File: src/rtl/core/mhpq_pkg.sv
// shared constants, types and helpers for the min-heap priority queue
// no dependencies; used by mhpq_front, mhpq_back and min_heap_priority_queue
`default_nettype none

package mhpq_pkg;

  localparam int CAPACITY = 256;
  localparam int KEY_W    = 32;
  localparam int ADDR_W   = (CAPACITY > 1) ? $clog2(CAPACITY) : 1;
  localparam int CNT_W    = $clog2(CAPACITY + 1);

  // request opcodes as they arrive on the port
  localparam logic [1:0] OP_INSERT  = 2'd0;
  localparam logic [1:0] OP_EXTRACT = 2'd1;
  localparam logic [1:0] OP_PEEK    = 2'd2;

  typedef enum logic [1:0] {
    ST_OK    = 2'd0,
    ST_EMPTY = 2'd1,
    ST_FULL  = 2'd2
  } status_t;

  typedef enum logic [1:0] {
    CMD_INSERT,
    CMD_EXTRACT,
    CMD_PEEK,
    CMD_NOP
  } cmd_kind_t;

  typedef struct packed {
    cmd_kind_t          kind;
    logic [KEY_W-1:0]   key;
  } cmd_t;

  // signed compare of two stored keys
  function automatic logic key_less(input logic [KEY_W-1:0] a, input logic [KEY_W-1:0] b);
    return $signed(a) < $signed(b);
  endfunction

  // heap position (1-based) to store address
  function automatic logic [ADDR_W-1:0] pos2addr(input logic [CNT_W-1:0] p);
    logic [CNT_W-1:0] q;
    q = p - CNT_W'(1);
    return q[ADDR_W-1:0];
  endfunction

endpackage

`default_nettype wire

File: src/rtl/core/mhpq_front.sv
// request side: accepts requests, decodes the opcode and holds them in a
// two-entry command queue for the heap engine; depends on mhpq_pkg
`default_nettype none

module mhpq_front (
  input  wire logic                       clk,
  input  wire logic                       rst_n,
  input  wire logic                       in_push,
  input  wire logic [1:0]                 in_opcode,
  input  wire logic [mhpq_pkg::KEY_W-1:0] in_key,
  output logic                            in_full,
  output logic                            cmd_valid,
  output mhpq_pkg::cmd_t                  cmd,
  input  wire logic                       cmd_take
);

  mhpq_pkg::cmd_t    ent_r [2];
  logic              wr_ptr_r;
  logic              rd_ptr_r;
  logic [1:0]        fill_r;
  logic              push_ok;
  logic              take_ok;
  mhpq_pkg::cmd_t    dec;

  assign in_full   = (fill_r == 2'd2);
  assign cmd_valid = (fill_r != 2'd0);
  assign cmd       = ent_r[rd_ptr_r];
  assign push_ok   = in_push && !in_full;
  assign take_ok   = cmd_take && cmd_valid;

  always_comb begin
    dec.key = in_key;
    unique case (in_opcode)
      mhpq_pkg::OP_INSERT:  dec.kind = mhpq_pkg::CMD_INSERT;
      mhpq_pkg::OP_EXTRACT: dec.kind = mhpq_pkg::CMD_EXTRACT;
      mhpq_pkg::OP_PEEK:    dec.kind = mhpq_pkg::CMD_PEEK;
      default:              dec.kind = mhpq_pkg::CMD_NOP;
    endcase
  end

  always_ff @(posedge clk) begin
    if (push_ok) begin
      ent_r[wr_ptr_r] <= dec;
    end
  end

  always_ff @(posedge clk) begin
    if (!rst_n) begin
      wr_ptr_r <= 1'b0;
      rd_ptr_r <= 1'b0;
      fill_r   <= 2'd0;
    end else begin
      if (push_ok) begin
        wr_ptr_r <= !wr_ptr_r;
      end
      if (take_ok) begin
        rd_ptr_r <= !rd_ptr_r;
      end
      case ({push_ok, take_ok})
        2'b10:   fill_r <= fill_r + 2'd1;
        2'b01:   fill_r <= fill_r - 2'd1;
        default: fill_r <= fill_r;
      endcase
    end
  end

endmodule

`default_nettype wire

File: config.mk
export PLATFORM = sky130hd
export DESIGN_NAME = mhpq_front
export DESIGN_NICKNAME = d
export VERILOG_FILES = /design/src/rtl/core/mhpq_pkg.sv /design/src/rtl/core/mhpq_front.sv
export SDC_FILE = /design/constraint.sdc
export NUM_CORES = 1
export LEC_CHECK = 0
export BUFFER_PORTS_ARGS = -buffer_cell sky130_fd_sc_hd__buf_2
export CAP_MARGIN = 10
export CORE_MARGIN = 5
export CORE_UTILIZATION = 51
export DETAILED_ROUTE_END_ITERATION = 16
export GPL_ROUTABILITY_DRIVEN = 1
export GPL_TIMING_DRIVEN = 0
export PLACE_DENSITY = 0.79
export SYNTH_ARGS = -nofsm -noshare
export SYNTH_HDL_FRONTEND = slang
export SYNTH_SLANG_ARGS = --single-unit
File: constraint.sdc
create_clock -name clk -period 2.8 [get_ports clk]
set_input_delay 0.7 -clock clk [delete_from_list [all_inputs] [get_ports clk]]
set_output_delay 0.7 -clock clk [all_outputs]
set_load 0.03 [all_outputs]
==> flow_summary.yaml, run 1 <==
status:
  run_status: "finished, final reports clean"
cts:
  clock_tree.root_cell: "sky130_fd_sc_hd__clkbuf_8"
  clkLatencyLatePin_ns: 0.33
  htree_levels: 3
  postCtsSetupBuffers: 0
  cts_resized: 0
  cts_tree: "done"
  cts_hold_repair.buffers: 0
  clkSlewWorstSetupHoldPaths_ns: 0.07
  cts_buffers: 9
  cts.sinks: 73
  clock_path_buffers: 2
place:
  postPlaceCellArea_um2: 3160
  port_buffers: 71
  post-dp-hpwl_um: 3120
  finalWeightedCongestion: 0.643
  place_inst: 276
floorplanning:
  core_area_um2: 5110
  placementRows: 26
  io-pin-count: 74
  floorplan.die.width_um: 82.6
  initial_cell_density_of_the_core_pct: 52.7
  die_height_um: 82.6
  die_ar_um2: 6830
layout:
  final_stage_net_count: 256
  layout_commonest_cell: "sky130_fd_sc_hd__buf_2"
  mostFrequentLayoutCells: "sky130_fd_sc_hd__buf_2 (75), sky130_fd_sc_hd__edfxtp_1 (68), sky130_fd_sc_hd__mux2_2 (34), sky130_fd_sc_hd__clkbuf_8 (9), sky130_fd_sc_hd__dfxtp_1 (5)"
  insertedDiodeCount: 0
  area_of_the_multi_input_gates_um2: 512
  finalInstanceArea_um2: 3370
  area.sequential_um2: 2140
  flow.area_growth_from_synthesis_pct: 25.3
  final_layout_size_suffix_gt1_share_pct: 57.7
  finish.cell_count_without_fillers: 292
  fill_cells: 373
logic_synthesis:
  adder_and_majority_cell_fraction_of_the_synthesized_area_pct: 0.465
  synth_compound_gate_area_share_pct: 1.21
  post_synth.cell_area_avg_um2: 20.1
  post_synth_xor_area_fraction_pct: 0.976
  synth_cell_types: 19
  share_of_the_synthesized_area_in_the_top_cell_type_pct: 75.9
  synth_fp_nets: 173
  synth.largest_area_cell: "sky130_fd_sc_hd__edfxtp_1"
  synth_top_cells_by_area: "sky130_fd_sc_hd__edfxtp_1 (76%), sky130_fd_sc_hd__mux2_2 (14%), sky130_fd_sc_hd__dfxtp_1 (3.7%), sky130_fd_sc_hd__xnor2_1 (0.98%), sky130_fd_sc_hd__buf_2 (0.74%)"
  syn-cell-area_um2: 2690
  yosys_warnings: 0
  synthMuxAreaShare_pct: 14.2
  synth_top_family_by_area: "multiplexers"
  ys_ff_latch: 73
  yosysSeqAreaShare_pct: 79.6
  synth_simple_gate_area_share_pct: 2.09
  syn-instance-count: 134
grt:
  wire_length_of_the_first_global_routing_pass_um: 6710
  grt_pass1_vias: 1525
  grtUsageTotal_pct: 13.9
  antenna_found_initial: 0
  grt-ovfl-total: 0
  grt_max_degree: 35
sta:
  timing_max_transition_violations_final: 0
  finalSetupTns_ns: 0
  finalClockSkew_ns: 0.00400
  finalHoldViolations: 0
  timing.hold.ws_ns: 0.512
  report.final.setup_viol: 0
  period_needed_ns: 2.34
  share_of_the_cycle_needed_by_the_critical_path_after_routing_pct: 83.6
  worst_pin_slew_ns: 0.811
  peak_freq_ghz: 0.427
  grt_setup_unrepaired: "no"
  timing.max_slew.rel_slack_pct: 45.9
routing:
  drc: 0
  route.final.wire_length_um: 4500
  avgViaCountPerCell: 4.88
  dr_total_vias: 1424
  wl_per_cell_um: 15.4
  final_antenna_net_count: 0
  drt_pre_antenna_iters: 4
  first_drt_iteration_drcs: 86
flow_run:
  max_cap_viol_count: 0
setup_path:
  worst_path_required_ns: 2.10
  critical_path.max_fanout: 10
  worstSetupStartpointType: "flip-flop"
  worstSetupPathType: "flip-flop to output pin"
  cp.arrival_ns: 1.64
  cp-end-kind: "output pin"
  r2r_slack_ns: 0.88
hold_path:
  worstHoldPathType: "flip-flop to flip-flop"
power_and_ir_drop:
  leakage_nw: 1.29
  worst_ir_drop_vdd_uv: 625
  power_per_cell_area_nw_per_um2: 1010
metrics by stage:
| stage | total power, mW | utilization, % | setup slack, ns |
|---|---|---|---|
| after floorplan | 2.28 | - | 0.644 |
| after global placement | 2.56 | 61.4 | 0.159 |
| after detailed placement | 2.60 | 61.9 | 0.585 |
| after CTS | 3.45 | 66.0 | 0.410 |
| after global routing | 3.58 | 66.0 | 0.361 |
| final | 3.40 | 66.0 | 0.459 |
Yosys cell counts (all sizes together):
library cell and n:
a21boi 2, and2 1, ha 1, nand2b 1, mux2 34, nand2 1
nor2b 2, buf 4, clkbuf 2, edfxtp 68, or3 2, or2 1
and3 1, dfxtp 5, o21ai 2, xnor2 3, inv 3, o21a 1
worst paths after layout:
| check | from | end | cells past startpoint |
|---|---|---|---|
| setup reg to reg | fill_r[0]$_SDFFE_PN0P_ | ent_r[0][10]$_DFFE_PP_ | 5 |
| hold reg to reg | wr_ptr_r$_SDFFE_PN0P_ | wr_ptr_r$_SDFFE_PN0P_ | 2 |
| hold / removal | wr_ptr_r$_SDFFE_PN0P_ | wr_ptr_r$_SDFFE_PN0P_ | 2 |
| setup / recovery | flip-flop | cmd[16] | 4 |
critical path: stages, from the launching register on:
cell,delay [ns]
sky130_fd_sc_hd__dfxtp_1,0.31
sky130_fd_sc_hd__buf_2,0.17
sky130_fd_sc_hd__buf_2,0.28
sky130_fd_sc_hd__mux2_2,0.37
sky130_fd_sc_hd__buf_2,0.18
metal layers:
metal / vias up / wire length, µm / track usage [%]
met5: - / 0 / 0
met2: 44 / 2290 / 23.4
met1: 694 / 1770 / 14.9
li1: 680 / - / -
met4: 0 / 86 / 8.82
met3: 6 / 345 / 4.99
final cells by class:
class	count	share of cell area [%]
sequential	73	63.5
multi-input combinational	52	15.2
timing repair buffer	72	11.4
clock buffer	9	3.67
tap	70	2.60
clock inverter	7	2.52
buffer	6	0.816
inverter	3	0.334
power breakdown:
part | leakage, nW | total (mW) | internal (mW) | switching (mW)
clock network | 0.104 | 0.846 | 0.492 | 0.354
registers | 0.677 | 1.43 | 1.38 | 0.0504
logic | 0.507 | 1.13 | 0.418 | 0.709
flip-flops by register name, summed over array words and instances (netlist names), named ones only:
| name | flops |
|---|---|
| ent_r | 68 |
| fill_r | 2 |
| rd_ptr_r | 1 |
| wr_ptr_r | 1 |
logic make-up (layout without fill, tap and decap cells):
logic type      after synthesis  count (layout)
xor+xnor                      3               3
fa+ha+maj                     1               1
buf+inv                       9              97
compound gates                5               5
simple gates                  9               9
mux                          34              34
flops                        73              73
No activity file was read; power rests on OpenSTA's default activity.
==> run 2, diff against run 1 <==
--- a/config.mk
+++ b/config.mk
@@ -8,11 +8,11 @@
 export BUFFER_PORTS_ARGS = -buffer_cell sky130_fd_sc_hd__buf_2
 export CAP_MARGIN = 10
 export CORE_MARGIN = 5
-export CORE_UTILIZATION = 51
+export CORE_UTILIZATION = 46
 export DETAILED_ROUTE_END_ITERATION = 16
 export GPL_ROUTABILITY_DRIVEN = 1
 export GPL_TIMING_DRIVEN = 0
-export PLACE_DENSITY = 0.79
+export PLACE_DENSITY = 0.75
 export SYNTH_ARGS = -nofsm -noshare
 export SYNTH_HDL_FRONTEND = slang
 export SYNTH_SLANG_ARGS = --single-unit
==> constraint.sdc (replaced) <==
create_clock -name clk -period 1.88 [get_ports clk]
set_input_delay 0.47 -clock clk [delete_from_list [all_inputs] [get_ports clk]]
set_output_delay 0.47 -clock clk [all_outputs]
set_load 0.03 [all_outputs]
==> flow_summary.yaml, run 2 (same netlist as run 1, synthesis figures left out) <==
layout:
  finish.cell_count_without_fillers: 299
  final_layout_size_suffix_gt1_share_pct: 59.5
  mostFrequentLayoutCells: "sky130_fd_sc_hd__edfxtp_1 (68), sky130_fd_sc_hd__buf_2 (38), sky130_fd_sc_hd__buf_6 (28), sky130_fd_sc_hd__mux2_4 (23), sky130_fd_sc_hd__mux2_2 (11)"
  final_stage_net_count: 261
  layout_commonest_cell: "sky130_fd_sc_hd__edfxtp_1"
  largest_register_ffs: 68
  final_util_pct: 66.3
  insertedDiodeCount: 0
  largestRegisters: "ent_r: 68 flops, fill_r: 2 flops"
  flow.area_growth_from_synthesis_pct: 38.1
  register_ranked_first_by_flip_flop_count: "ent_r"
sta:
  period_needed_ns: 1.92
  peak_freq_ghz: 0.520
  worst_pin_slew_ns: 0.821
  timing_max_transition_violations_final: 0
  finalClockSkew_ns: 0.00623
  share_of_the_cycle_needed_by_the_critical_path_after_routing_pct: 102
  finalSetupTns_ns: -0.334
  grt_setup_unrepaired: "yes"
  finalHoldViolations: 0
  report.final.setup_viol: 13
  timing.hold.ws_ns: 0.324
  timing.max_slew.rel_slack_pct: 45.3
  final_critical_path_setup_slack_ns: -0.0421
setup_path:
  worstSetupPathType: "flip-flop to output pin"
  critical_path.max_fanout: 5
  worst_path_required_ns: 1.41
  worstSetupStartpointType: "flip-flop"
  r2r_slack_ns: 0.10
  setup.worst_path.end: "cmd[27]"
  critPathMaxStageDelay_ns: 0.43
  cp_slowest_cell: "sky130_fd_sc_hd__dfxtp_4"
  cpLargestDelayFamily: "flip-flops"
  path_buf_inv: 3
  timing.critical_path.depth: 4
  r2r_cells: 4
  cp.arrival_ns: 1.45
  reg2reg_to: "ent_r[0][18]$_DFFE_PP_"
  rr_startpoint: "fill_r[0]$_SDFFE_PN0P_"
  cp-end-kind: "output pin"
  timing.critical_path.cells: "buf_12 > buf_8 > mux2_4 > buf_6"
place:
  port_buffers: 71
  finalWeightedCongestion: 0.684
  post-dp-hpwl_um: 3220
  place_inst: 277
grt:
  wire_length_of_the_first_global_routing_pass_um: 8340
  grt-ovfl-total: 0
  grt_pass1_vias: 1684
  grtUsageTotal_pct: 15.1
  antenna_found_initial: 0
  grt_max_degree: 35
power_and_ir_drop:
  worst_ir_drop_vdd_uv: 971
  leakage_nw: 1.45
  power_per_cell_area_nw_per_um2: 1490
routing:
  drc: 0
  dr_total_vias: 1453
  detailroute.wirelength.met2_um: 2930
  wl_per_cell_um: 17.7
  met3RoutedLength_um: 235
  route.top_layer_used: "met4"
  drt_pre_antenna_iters: 4
  routedLengthMet1_um: 2080
  final_antenna_net_count: 0
  route.final.wire_length_um: 5280
  first_drt_iteration_drcs: 96
  avgViaCountPerCell: 4.86
hold_path:
  worstHoldPathType: "input port to flip-flop"
  worst_hold_path.num_cells: 1
cts:
  clkLatencyLatePin_ns: 0.33
  cts_tree: "done"
  cts_buffers: 9
  clock_tree.root_cell: "sky130_fd_sc_hd__clkbuf_8"
  clock_path_buffers: 2
  cts.sinks: 73
  clkSlewWorstSetupHoldPaths_ns: 0.07
  htree_levels: 3
floorplanning:
  core_area_um2: 5610
  floorplan.die.width_um: 86.5
  initial_cell_density_of_the_core_pct: 48.0
  io-pin-count: 74
  die_height_um: 86.5
  placementRows: 27
  die_ar_um2: 7480
status:
  run_status: "finished, violations left"
  violations_in_the_final_reports: "setup timing"
flow_run:
  max_cap_viol_count: 0
==> run 2: cell types whose count changed in the layout (fill, tap and decap cells not counted), sizes merged <==
cell,before,now
buf,76,80
clkbuf,11,14
bufinv,2,0
clkinvlp,1,2
inv,3,2
==> run 2: final cells by class <==
class / instances / area, µm²
well taps: 72 / 90.1
multi-input cells: 52 / 598
flip-flops and latches: 73 / 2150
inverters: 3 / 15.0
plain buffers: 5 / 57.6
clock buffers: 12 / 145
fillers: 416 / 1890
repair buffers: 77 / 638
clock inverters: 4 / 20.0
repair inverters: 1 / 7.51
==> run 2: stage by stage <==
stage          cell area [µm²]  power [mW]  setup WS [ns]
3_5_place_dp              3140        3.85        -0.0890
5_1_grt                   3720        5.78        -0.0948
6_report                  3720        5.54        -0.0421
3_3_place_gp              3140        3.82         -0.433
2_1_floorplan             2700        3.40         0.0608
4_1_cts                   3640        5.48        -0.0887
==> run 2: how the worst min path moves through the flow <==
| stage | from | endpoint |
|---|---|---|
| after global routing | in_key[7] | ent_r[1][7]$_DFFE_PP_ |
| after global placement | wr_ptr_r$_SDFFE_PN0P_ | wr_ptr_r$_SDFFE_PN0P_ |
| after floorplan | wr_ptr_r$_SDFFE_PN0P_ | wr_ptr_r$_SDFFE_PN0P_ |
| after detailed placement | wr_ptr_r$_SDFFE_PN0P_ | wr_ptr_r$_SDFFE_PN0P_ |
| final | in_key[17] | ent_r[0][17]$_DFFE_PP_ |
| after CTS | in_key[3] | ent_r[1][3]$_DFFE_PP_ |
==> run 2: routing by layer <==
metal / track usage, % / vias up
met1: 16.2 / 730
met3: 5.32 / 6
li1: - / 688
met5: 0 / -
met4: 6.37 / 0
met2: 26.8 / 29
==> run 2: repair_timing <==
item,CTS,global route
gates cloned,2,0
setup endpoints to repair,64,39
hold buffers,0,0
setup buffers,4,2
gates resized for setup,79,23
hold endpoints to repair,0,0
==> run 2: worst reg2reg max path, stage by stage, from the launching register on <==
cell                         delay, ns
sky130_fd_sc_hd__dfxtp_1          0.42
sky130_fd_sc_hd__nand2b_2         0.18
sky130_fd_sc_hd__inv_2            0.04
sky130_fd_sc_hd__or3_1            0.44
sky130_fd_sc_hd__clkinvlp_4       0.36
==> run 2: power by group <==
group / switching, mW / internal (mW)
logic: 1.19 / 1.14
registers: 0.113 / 2.06
clock network: 0.524 / 0.507
==> run 3, diff against run 2 <==
--- a/config.mk
+++ b/config.mk
@@ -5,14 +5,15 @@
 export SDC_FILE = /design/constraint.sdc
 export NUM_CORES = 1
 export LEC_CHECK = 0
+export ABC_AREA = 1
 export BUFFER_PORTS_ARGS = -buffer_cell sky130_fd_sc_hd__buf_2
 export CAP_MARGIN = 10
 export CORE_MARGIN = 5
-export CORE_UTILIZATION = 46
+export CORE_UTILIZATION = 47
 export DETAILED_ROUTE_END_ITERATION = 16
 export GPL_ROUTABILITY_DRIVEN = 1
 export GPL_TIMING_DRIVEN = 0
-export PLACE_DENSITY = 0.75
+export PLACE_DENSITY = 0.76
 export SYNTH_ARGS = -nofsm -noshare
 export SYNTH_HDL_FRONTEND = slang
 export SYNTH_SLANG_ARGS = --single-unit
==> flow_summary.yaml, run 3 <==
layout:
  final_util_pct: 64.8
  insertedDiodeCount: 0
  layout_commonest_cell: "sky130_fd_sc_hd__edfxtp_1"
  flow.area_growth_from_synthesis_pct: 34.1
  final_stage_net_count: 272
  final_layout_size_suffix_gt1_share_pct: 56.1
  mostFrequentLayoutCells: "sky130_fd_sc_hd__edfxtp_1 (68), sky130_fd_sc_hd__buf_2 (37), sky130_fd_sc_hd__mux2_4 (34), sky130_fd_sc_hd__buf_6 (34), sky130_fd_sc_hd__nor2_1 (10)"
  largest_register_ffs: 68
  register_ranked_first_by_flip_flop_count: "ent_r"
  finish.cell_count_without_fillers: 312
  largestRegisters: "ent_r: 68 flops, fill_r: 2 flops"
sta:
  worst_pin_slew_ns: 0.572
  report.final.setup_viol: 20
  timing.max_slew.rel_slack_pct: 61.8
  final_critical_path_setup_slack_ns: -0.0116
  share_of_the_cycle_needed_by_the_critical_path_after_routing_pct: 101
  grt_setup_unrepaired: "yes"
  peak_freq_ghz: 0.529
  timing_max_transition_violations_final: 0
  timing.hold.ws_ns: 0.321
  period_needed_ns: 1.89
  finalHoldViolations: 0
  finalClockSkew_ns: 0.00528
routing:
  wl_per_cell_um: 16.2
  avgViaCountPerCell: 4.78
  first_drt_iteration_drcs: 79
  final_antenna_net_count: 0
  drc: 0
  route.final.wire_length_um: 5060
  drt_pre_antenna_iters: 4
  dr_total_vias: 1492
floorplanning:
  core_area_um2: 5920
  initial_cell_density_of_the_core_pct: 48.3
  floorplan.die.width_um: 88.0
  die_height_um: 88.0
  placementRows: 28
  die_ar_um2: 7750
  io-pin-count: 74
logic_synthesis:
  synth_top_cells_by_area: "sky130_fd_sc_hd__edfxtp_1 (71%), sky130_fd_sc_hd__mux2_4 (16%), sky130_fd_sc_hd__dfxtp_1 (3.5%), sky130_fd_sc_hd__buf_12 (2.1%), sky130_fd_sc_hd__mux2_2 (1.6%)"
  share_of_the_synthesized_area_in_the_top_cell_type_pct: 71.4
  ys_top_cells_by_count: "sky130_fd_sc_hd__edfxtp_1 (68), sky130_fd_sc_hd__mux2_4 (30), sky130_fd_sc_hd__nor2_1 (11), sky130_fd_sc_hd__nand2_1 (8), sky130_fd_sc_hd__inv_1 (7)"
  dominantRegCellSynth: "sky130_fd_sc_hd__edfxtp_1"
  yosys_warnings: 0
  synth_fp_nets: 185
  synth_enable_flop_cells: 68
  synth.largest_area_cell: "sky130_fd_sc_hd__edfxtp_1"
  yosysSeqAreaShare_pct: 74.9
  syn-instance-count: 146
  synth_cell_types: 17
  syn-cell-area_um2: 2860
  synth_most_common_cell: "sky130_fd_sc_hd__edfxtp_1"
  async_reset_ff_share_pct: 0
  ys_ff_latch: 73
  post_synth.cell_area_avg_um2: 19.6
place:
  post-dp-hpwl_um: 3240
  port_buffers: 71
  finalWeightedCongestion: 0.696
  place_inst: 293
setup_path:
  r2r_slack_ns: 0.22
  critical_path.max_fanout: 10
  r2r_cells: 4
  reg2reg_to: "ent_r[0][10]$_DFFE_PP_"
  cp-end-kind: "output pin"
  setup.worst_path.end: "cmd[6]"
  rr_startpoint: "fill_r[0]$_SDFFE_PN0P_"
  worstSetupStartpointType: "flip-flop"
  worst_path_required_ns: 1.41
  worstSetupPathType: "flip-flop to output pin"
  cp.arrival_ns: 1.42
hold_path:
  hold_path.startpoint: "in_key[26]"
  worstHoldPathType: "input port to flip-flop"
cts:
  cts_buffers: 9
  htree_levels: 3
  clkSlewWorstSetupHoldPaths_ns: 0.07
  cts.sinks: 73
  clkLatencyLatePin_ns: 0.33
  clock_path_buffers: 2
  clock_tree.root_cell: "sky130_fd_sc_hd__clkbuf_8"
  cts_tree: "done"
power_and_ir_drop:
  power_per_cell_area_nw_per_um2: 1240
  leakage_nw: 1.53
  total_power_mw: 4.76
  worst_ir_drop_vdd_uv: 604
grt:
  grt_pass1_vias: 1603
  wire_length_of_the_first_global_routing_pass_um: 8000
  grt_max_degree: 22
  grt-ovfl-total: 0
  grtUsageTotal_pct: 14.4
  antenna_found_initial: 0
status:
  run_status: "finished, violations left"
  violations_in_the_final_reports: "setup timing"
flow_run:
  max_cap_viol_count: 0
[run 3: timing repair]
item,in CTS,in global routing
setup buffers,2,0
cloned,2,0
endpoints found under the setup margin,64,54
gates resized for setup,76,2
hold buffers,0,0
[run 3: logic make-up (layout without fill, tap and decap cells)]
group	count (synthesis)	after routing	share of synthesized area, %
flops	73	73	74.9
buf+inv	13	103	3.67
simple gates	22	23	3.10
compound gates	3	3	0.612
mux	34	34	17.3
fa+ha+maj	1	1	0.437
[run 3: critical path, stage by stage (launching register included)]
cell and delay (ns):
sky130_fd_sc_hd__dfxtp_2 0.34, sky130_fd_sc_hd__buf_12 0.14, sky130_fd_sc_hd__buf_12 0.15, sky130_fd_sc_hd__mux2_4 0.31, sky130_fd_sc_hd__buf_6 0.14
[run 3: layer usage]
metal	global-route usage (%)	part of all wire, %	up-vias
met1	16.9	39	720
met5	0	0	-
met2	24.1	52	49
met4	7.01	1.9	0
li1	-	-	715
met3	4.23	7.1	8
[run 3: where the power goes]
group | internal (mW) | switching (mW) | leakage, nW
combinational | 0.767 | 0.805 | 0.761
clock | 0.598 | 0.539 | 0.0909
sequential | 1.99 | 0.0652 | 0.677
[run 3: final cells by class]
class / count / area (µm²)
Sequential cell: 73 / 2140
Inverter: 7 / 30.0
Clock inverter: 6 / 60.1
Multi-Input combinational cell: 61 / 648
Buffer: 6 / 87.6
Clock buffer: 9 / 124
Fill cell: 428 / 2080
Timing Repair Buffer: 75 / 651
Tap cell: 75 / 93.8
[run 3: worst min path at each step]
stage | end | slack, ns | cells after the start
finish | ent_r[0][26]$_DFFE_PP_ | 0.32 | 1
global route | ent_r[0][26]$_DFFE_PP_ | 0.30 | 1
CTS | ent_r[0][26]$_DFFE_PP_ | 0.30 | 1
detailed placement | rd_ptr_r$_SDFFE_PN0P_ | 0.48 | 2
global placement | rd_ptr_r$_SDFFE_PN0P_ | 0.47 | 2
floorplan | flip-flop | 0.45 | 2
[run 3: per-stage QoR]
stage / TNS (ns) / setup WS [ns] / instance area (µm²)
after floorplan: 0 / 0.0832 / 2870
after CTS: -0.706 / -0.0422 / 3830
after global routing: -1.40 / -0.0676 / 3840
final: -0.111 / -0.0116 / 3840
after detailed placement: -7.79 / -0.192 / 3350
after global placement: -19.68 / -0.410 / 3320
